## src/design/ray_box_slab_intersect_macros.svh

```systemverilog
// ----------------------------------------------------------------------------
// ray_box_slab_intersect_macros
// Assertion macros shared by the ray/box slab test block.
// ----------------------------------------------------------------------------
`ifndef RAY_BOX_SLAB_INTERSECT_MACROS_SVH
`define RAY_BOX_SLAB_INTERSECT_MACROS_SVH

`ifndef SYNTH
`define RBSI_ASSERT_IMP(lbl, ante, cons) \
	lbl: assert property (@(posedge clk) disable iff (!arst_n) (ante) |-> (cons)) \
		else $error("assertion failed");
`define RBSI_ASSERT_NXT(lbl, ante, cons) \
	lbl: assert property (@(posedge clk) disable iff (!arst_n) (ante) |=> (cons)) \
		else $error("assertion failed");
`else
`define RBSI_ASSERT_IMP(lbl, ante, cons)
`define RBSI_ASSERT_NXT(lbl, ante, cons)
`endif

`endif

```

## src/design/rbsi_pkg.sv

```systemverilog
// ----------------------------------------------------------------------------
// rbsi_pkg
// Widths, constants and types of the ray/box slab test block.
// ----------------------------------------------------------------------------
package rbsi_pkg;

	localparam int COORD_W       = 32;
	localparam int DIFF_W        = COORD_W + 1;
	localparam int DIR_W         = 18;
	localparam int THR_W         = 16;
	localparam int DIST_W        = 31;
	localparam int FRAC_BITS_DEF = 16;
	localparam int AXES          = 3;

	localparam int DIV_STEPS = COORD_W;
	localparam int DIV_LAT   = DIV_STEPS + 3;

	localparam int PADDR_W = 3;
	localparam int PDATA_W = 32;

	localparam logic [0:0]       REG_THRESHOLD = 1'b0;
	localparam logic [THR_W-1:0] THR_RESET     = 16'd1;

	localparam logic signed [COORD_W-1:0] T_POS_MAX = 32'sh7FFF_FFFF;
	localparam logic signed [COORD_W-1:0] T_NEG_MIN = 32'sh8000_0000;

	typedef struct packed {
		logic [AXES-1:0] par;
		logic [AXES-1:0] in_slab;
	} side_t;

endpackage

```

## src/design/rbsi_div.sv

```systemverilog
// ----------------------------------------------------------------------------
// rbsi_div
// Pipelined signed divider: (num * 2^FRAC_BITS) / den, truncated toward zero,
// saturated to 32 bits. One quotient bit per stage.
// ----------------------------------------------------------------------------
module rbsi_div #(
	parameter int FRAC_BITS = rbsi_pkg::FRAC_BITS_DEF
) (
	input  logic                                 clk,
	input  logic                                 en,
	input  logic signed [rbsi_pkg::DIFF_W-1:0]  num,
	input  logic signed [rbsi_pkg::DIR_W-1:0]   den,
	output logic signed [rbsi_pkg::COORD_W-1:0] quo
);
	localparam int CW = rbsi_pkg::COORD_W;
	localparam int DW = rbsi_pkg::DIR_W;
	localparam int NS = rbsi_pkg::DIV_STEPS;

	logic [CW-1:0]               num_abs;
	logic [DW-1:0]               den_abs;
	logic [CW-1:0]               mag_s1;
	logic [DW-1:0]               dmag_s1;
	logic                        neg_s1;
	logic [CW-1:0]               hi_part;

	logic [DW-1:0] rem_s  [NS+1];
	logic [CW-1:0] low_s  [NS+1];
	logic [CW-1:0] qb_s   [NS+1];
	logic [DW-1:0] dmag_s [NS+1];
	logic          ovf_s  [NS+1];
	logic          neg_s  [NS+1];

	assign num_abs = num[rbsi_pkg::DIFF_W-1] ? CW'(-num) : CW'(num);
	assign den_abs = den[DW-1] ? -den : den;
	assign hi_part = mag_s1 >> (CW - FRAC_BITS);

	always_ff @(posedge clk) begin
		if (en) begin
			mag_s1  <= num_abs;
			dmag_s1 <= den_abs;
			neg_s1  <= num[rbsi_pkg::DIFF_W-1] ^ den[DW-1];
			rem_s[0]  <= hi_part[DW-1:0];
			low_s[0]  <= mag_s1 << FRAC_BITS;
			qb_s[0]   <= '0;
			dmag_s[0] <= dmag_s1;
			ovf_s[0]  <= hi_part >= CW'(dmag_s1);
			neg_s[0]  <= neg_s1;
		end
	end

	for (genvar k = 0; k < NS; k++) begin : g_step
		logic [DW:0]   shifted;
		logic          ge;
		logic [DW-1:0] diff;
		assign shifted = {rem_s[k], low_s[k][CW-1]};
		assign ge      = shifted >= {1'b0, dmag_s[k]};
		assign diff    = shifted[DW-1:0] - dmag_s[k];
		always_ff @(posedge clk) begin
			if (en) begin
				rem_s[k+1]  <= ge ? diff : shifted[DW-1:0];
				low_s[k+1]  <= {low_s[k][CW-2:0], 1'b0};
				qb_s[k+1]   <= {qb_s[k][CW-2:0], ge};
				dmag_s[k+1] <= dmag_s[k];
				ovf_s[k+1]  <= ovf_s[k];
				neg_s[k+1]  <= neg_s[k];
			end
		end
	end

	logic [CW-1:0] qf;
	assign qf = qb_s[NS];

	always_ff @(posedge clk) begin
		if (en) begin
			if (!neg_s[NS]) begin
				quo <= (ovf_s[NS] || qf[CW-1]) ? rbsi_pkg::T_POS_MAX : $signed(qf);
			end else begin
				quo <= (ovf_s[NS] || qf > CW'(rbsi_pkg::T_NEG_MIN))
					? rbsi_pkg::T_NEG_MIN : $signed(-qf);
			end
		end
	end
endmodule

```

## config.mk

```make
export PLATFORM = sky130hd
export DESIGN_NAME = rbsi_div
export DESIGN_NICKNAME = d
export VERILOG_FILES = /design/src/design/ray_box_slab_intersect_macros.svh /design/src/design/rbsi_pkg.sv /design/src/design/rbsi_div.sv
export SDC_FILE = /design/constraint.sdc
export NUM_CORES = 2
export LEC_CHECK = 0
export BUFFER_PORTS_ARGS = -buffer_cell sky130_fd_sc_hd__buf_2
export CAP_MARGIN = 20
export CELL_PAD_IN_SITES_DETAIL_PLACEMENT = 0
export CELL_PAD_IN_SITES_GLOBAL_PLACEMENT = 2
export CORE_ASPECT_RATIO = 1.25
export CORE_UTILIZATION = 35
export DETAILED_ROUTE_END_ITERATION = 12
export PLACE_DENSITY_LB_ADDON = 0.15
export SYNTH_ARGS = -nofsm -noshare
export SYNTH_HDL_FRONTEND = slang
export SYNTH_SLANG_ARGS = --single-unit
export TNS_END_PERCENT = 1
```

## constraint.sdc

```tcl
create_clock -name clk -period 4.4 [get_ports clk]
set_input_delay 0.44 -clock clk [delete_from_list [all_inputs] [get_ports clk]]
set_output_delay 0.44 -clock clk [all_outputs]
set_load 0.1 [all_outputs]
```

==> key figures <==
Outcome
  – Status: finished, final reports clean

Global route
  – Gr ovfl total: 0
  – Vias in the first global route: 57780
  – Antenna violations before repair: 3
  – Total GRT Usage: 15.37%
  – Largest net degree at the start of global routing: 138
  – Global-route wire length before repair: approximately 330 mm

CTS
  – Clk_lat worst skew: approximately 900 ps
  – CTS Buf Count: approximately 220
  – Root Driver: clkbuf_16
  – CTS tree: yes
  – # clock sinks: 1963
  – CTS resizes: 0
  – Htree depth: 4
  – Clock-pin slew on the worst setup and hold paths: 60 ps
  – Max Root-Sink Buffers: 4

Yosys
  – Synth cell types: between 90 and 100
  – Sequential area share after synthesis: 61.84%
  – Syn. warnings: 0
  – Simple-Gate Fraction of Synth Area: 7.199%
  – Post-synthesis async set-or-reset flop share: 0%
  – Post-Synth Adder-Cell Area: between 8 and 9%
  – Compound-gate portion of the synthesized area: 11.30%
  – Synth Register Bits: 1963
  – Post-Syn Instances: 7327
  – Syn Area/Cell: 13.01 um^2
  – XOR/XNOR share of the synthesized area: 4.438%
  – Syn Nets: around 8000
  – Largest family of logic cells by synthesized area: compound AO/OA/AOI/OAI gates
  – Post-synth top flop: edfxtp_1
  – EDFF count, synth: 1963
  – Netlist Area Pre-Place: 95320 um^2
  – Post-synthesis mux area share: 3.349%

Route
  – DR WL/cell: 18.62 um
  – DR vias/cell: 4.935
  – Post-Route WL: 212.2 mm
  – DR pass1 iterations: 6
  – ANT nets after route: 0
  – DR vias: roughly 56000
  – # DRC: 0
  – First DRT Iteration DRCs: 3119

Floorplanning
  – Initial core utilization: 35.31%
  – Area of the die: 274400 um^2
  – Num rows: 213
  – Io pins: 85
  – Core Region: 270000 um^2
  – Die W: about 470 um
  – Die H: 585.5 um

Layout
  – Final core occ: roughly two fifths
  – Final nets: 8352
  – Layout cell share with drive strength beyond 1: around a tenth
  – Area of the multi-input gates: 33210 um^2
  – Post-route cell area: 108600 um^2
  – Layout fillers: ~25000
  – Area growth, synth to finish: 13.90%
  – Sequential cell area: 58950 um^2

STA
  – Worst Skew: 78.93 ps
  – Worst slew pin tran: about 1200 ps
  – Final Cycle Share: 83.21%
  – Max Fclk: 273.1 MHz
  – Max-slew violation count: 0
  – Final hold slack: 41.86 ps
  – Min Clock Period, post-route: ~3700 ps
  – Worst slew margin relative to its limit: 21.55%
  – # setup viols final: 0
  – Final Hold Viols: 0
  – RSZ-0062 raised after global routing: false
  – Setup TNS: 0 ps

Power
  – Logic pwr share: between 30 and 40%
  – Net Sw Frac: 33.88%
  – Lkg Pwr: 41.55 nW
  – Worst vdd ir: between 0.3 and 0.4 mV
  – Clk network pwr share: 24.6%
  – Reg power frac: 38.5%
  – Int Power: just under 50 mW
  – Cell Pwr Density: 683.7 nW/um^2
  – Switching Power: between 20 and 30 mW
  – Total power: 74.23 mW

Setup path
  – RR Startpoint: dmag_s[0][289]$_DFFE_PP_
  – Worst setup startpoint: dmag_s[0][289]$_DFFE_PP_
  – Startpoint types: flop
  – Kind of critical path: reg -> reg
  – Critical Path AT: 4230 ps
  – Worst Path Required: 4970 ps
  – Crit Path Max Fanout: 27
  – Crit end category: flop

Worst hold path
  – Hold crit path type: in -> reg
  – Hold Crit Start: en

Placed design
  – DPL Wire Length: 155.4 mm
  – Placed cell areas: 100700 um^2
  – GPL Wtd Cong: 0.8365
  – PortBufs: 84

Flow run
  – Max cap viols: 0
kinds of logic (layout without fill, tap and decap cells):
group           Yosys count  in the layout
other cells               0              4
fa+ha+maj               624            624
simple gates           1423           1423
mux                     285            285
flops                  1963           1963
xor+xnor                483            483
buf+inv                 860           1380
compound gates         1689           1689
metrics by stage:
stage	instances	setup slack, ps
final	11400	738.7
after global routing	11400	475.0
after CTS	11390	695.6
after detailed placement	10930	740.9
after global placement	10930	777.1
after floorplan	7327	1239
path summary, 6_finish.rpt:
check	slack [ps]	to	cells after the start
worst min-delay path	40	dmag_s1[16]$_DFFE_PP_	1
worst max-delay path	740	rem_s[0][309]$_DFFE_PP_	9
worst max register to register	740	rem_s[0][309]$_DFFE_PP_	9
worst min register to register	360	qb_s[1][399]$_DFFE_PP_	0
area by class of cell:
type | count | area share (%)
clock buffers | 242 | 5.108
flip-flops and latches | 1963 | 54.29
repair buffers | 244 | 1.897
inverters | 745 | 2.576
multi-input cells | 4504 | 30.59
clock inverters | 149 | 1.439
diodes | 4 | 0.009219
well taps | 3547 | 4.088
repair_timing:
item / CTS / global route
endpoints found under the hold margin: 49 / 0
buffers inserted: 0 / 0
setup endpoints to repair: 0 / 0
hold buffers: 72 / 0
cells in the mapped netlist, drive strengths merged, types with 26 or more instances:
master / n / area [um^2]
inv: 744 / 2793
fa: 31 / 620.6
nor2b: 66 / 412.9
a21o: 184 / 1381
nor3: 94 / 475.5
nand4: 60 / 375.4
nand3: 105 / 530.5
o211ai: 36 / 275.3
or4: 26 / 206.5
o311ai: 29 / 254.0
o31ai: 47 / 357.8
o21a: 87 / 653.1
ha: 593 / 7420
nor4: 33 / 206.5
nand2b: 51 / 326.6
xor2: 168 / 1471
a211oi: 55 / 412.9
or3: 30 / 202.7
o21bai: 58 / 435.4
o21ai: 415 / 2081
a21boi: 28 / 214.0
a31oi: 57 / 371.6
clkbuf: 92 / 345.3
nor2: 367 / 1380
xnor2: 315 / 2759
nand2: 439 / 1648
mux2: 271 / 3052
and3: 43 / 269.0
a21oi: 494 / 2476
edfxtp: 1963 / 58950
registers in the layout, indices dropped and copies added (netlist names):
name	flops
neg_s1	1
ovf_s	33
low_s	136
neg_s	33
mag_s1	32
rem_s	574
dmag_s	576
dmag_s1	18
qb_s	528
quo	32
power by group through the flow:
stage | Clock (mW) | Sequential, mW | Combinational, mW
2_1_floorplan | 0 | 27.7 | 20.9
3_3_place_gp | 0 | 29.1 | 27.4
3_5_place_dp | 0 | 29.1 | 27.4
4_1_cts | 19.0 | 28.7 | 27.7
5_1_grt | 19.6 | 29.0 | 30.8
6_report | 18.3 | 28.6 | 27.4
routing by layer:
metal | up-vias | track usage, % | wire length [um]
li1 | 27990 | - | -
met1 | 27270 | 18.02 | 88430
met2 | 661 | 28.71 | 111800
met3 | 332 | 2.019 | 5723
met4 | 0 | 4.756 | 6202
met5 | - | 0 | 0
worst max-delay path, stage by stage, from the launching register on:
cell	delay, ps
edfxtp_1	430
inv_1	120
ha_1	250
nor2b_1	140
o31a_1	270
o41a_1	370
o31a_1	360
a22oi_1	270
nand2_1	650
mux2_2	530
placed cells by master, fill, tap and decap left out, types with 72 or more instances in the layout:
master,netlist,final
a21o_1,184,184
o21ai_0,410,410
dlygate4sd3_1,0,72
clkbuf_16,0,218
o21a_1,87,87
mux2_2,271,271
nor3_1,93,93
xnor2_1,315,315
buf_2,15,84
inv_1,744,744
a21oi_1,493,493
nor2_1,366,366
xor2_1,168,168
edfxtp_1,1963,1963
ha_1,593,593
nand3_1,104,104
nand2_1,439,439
No activity file was read; power rests on OpenSTA's default activity.
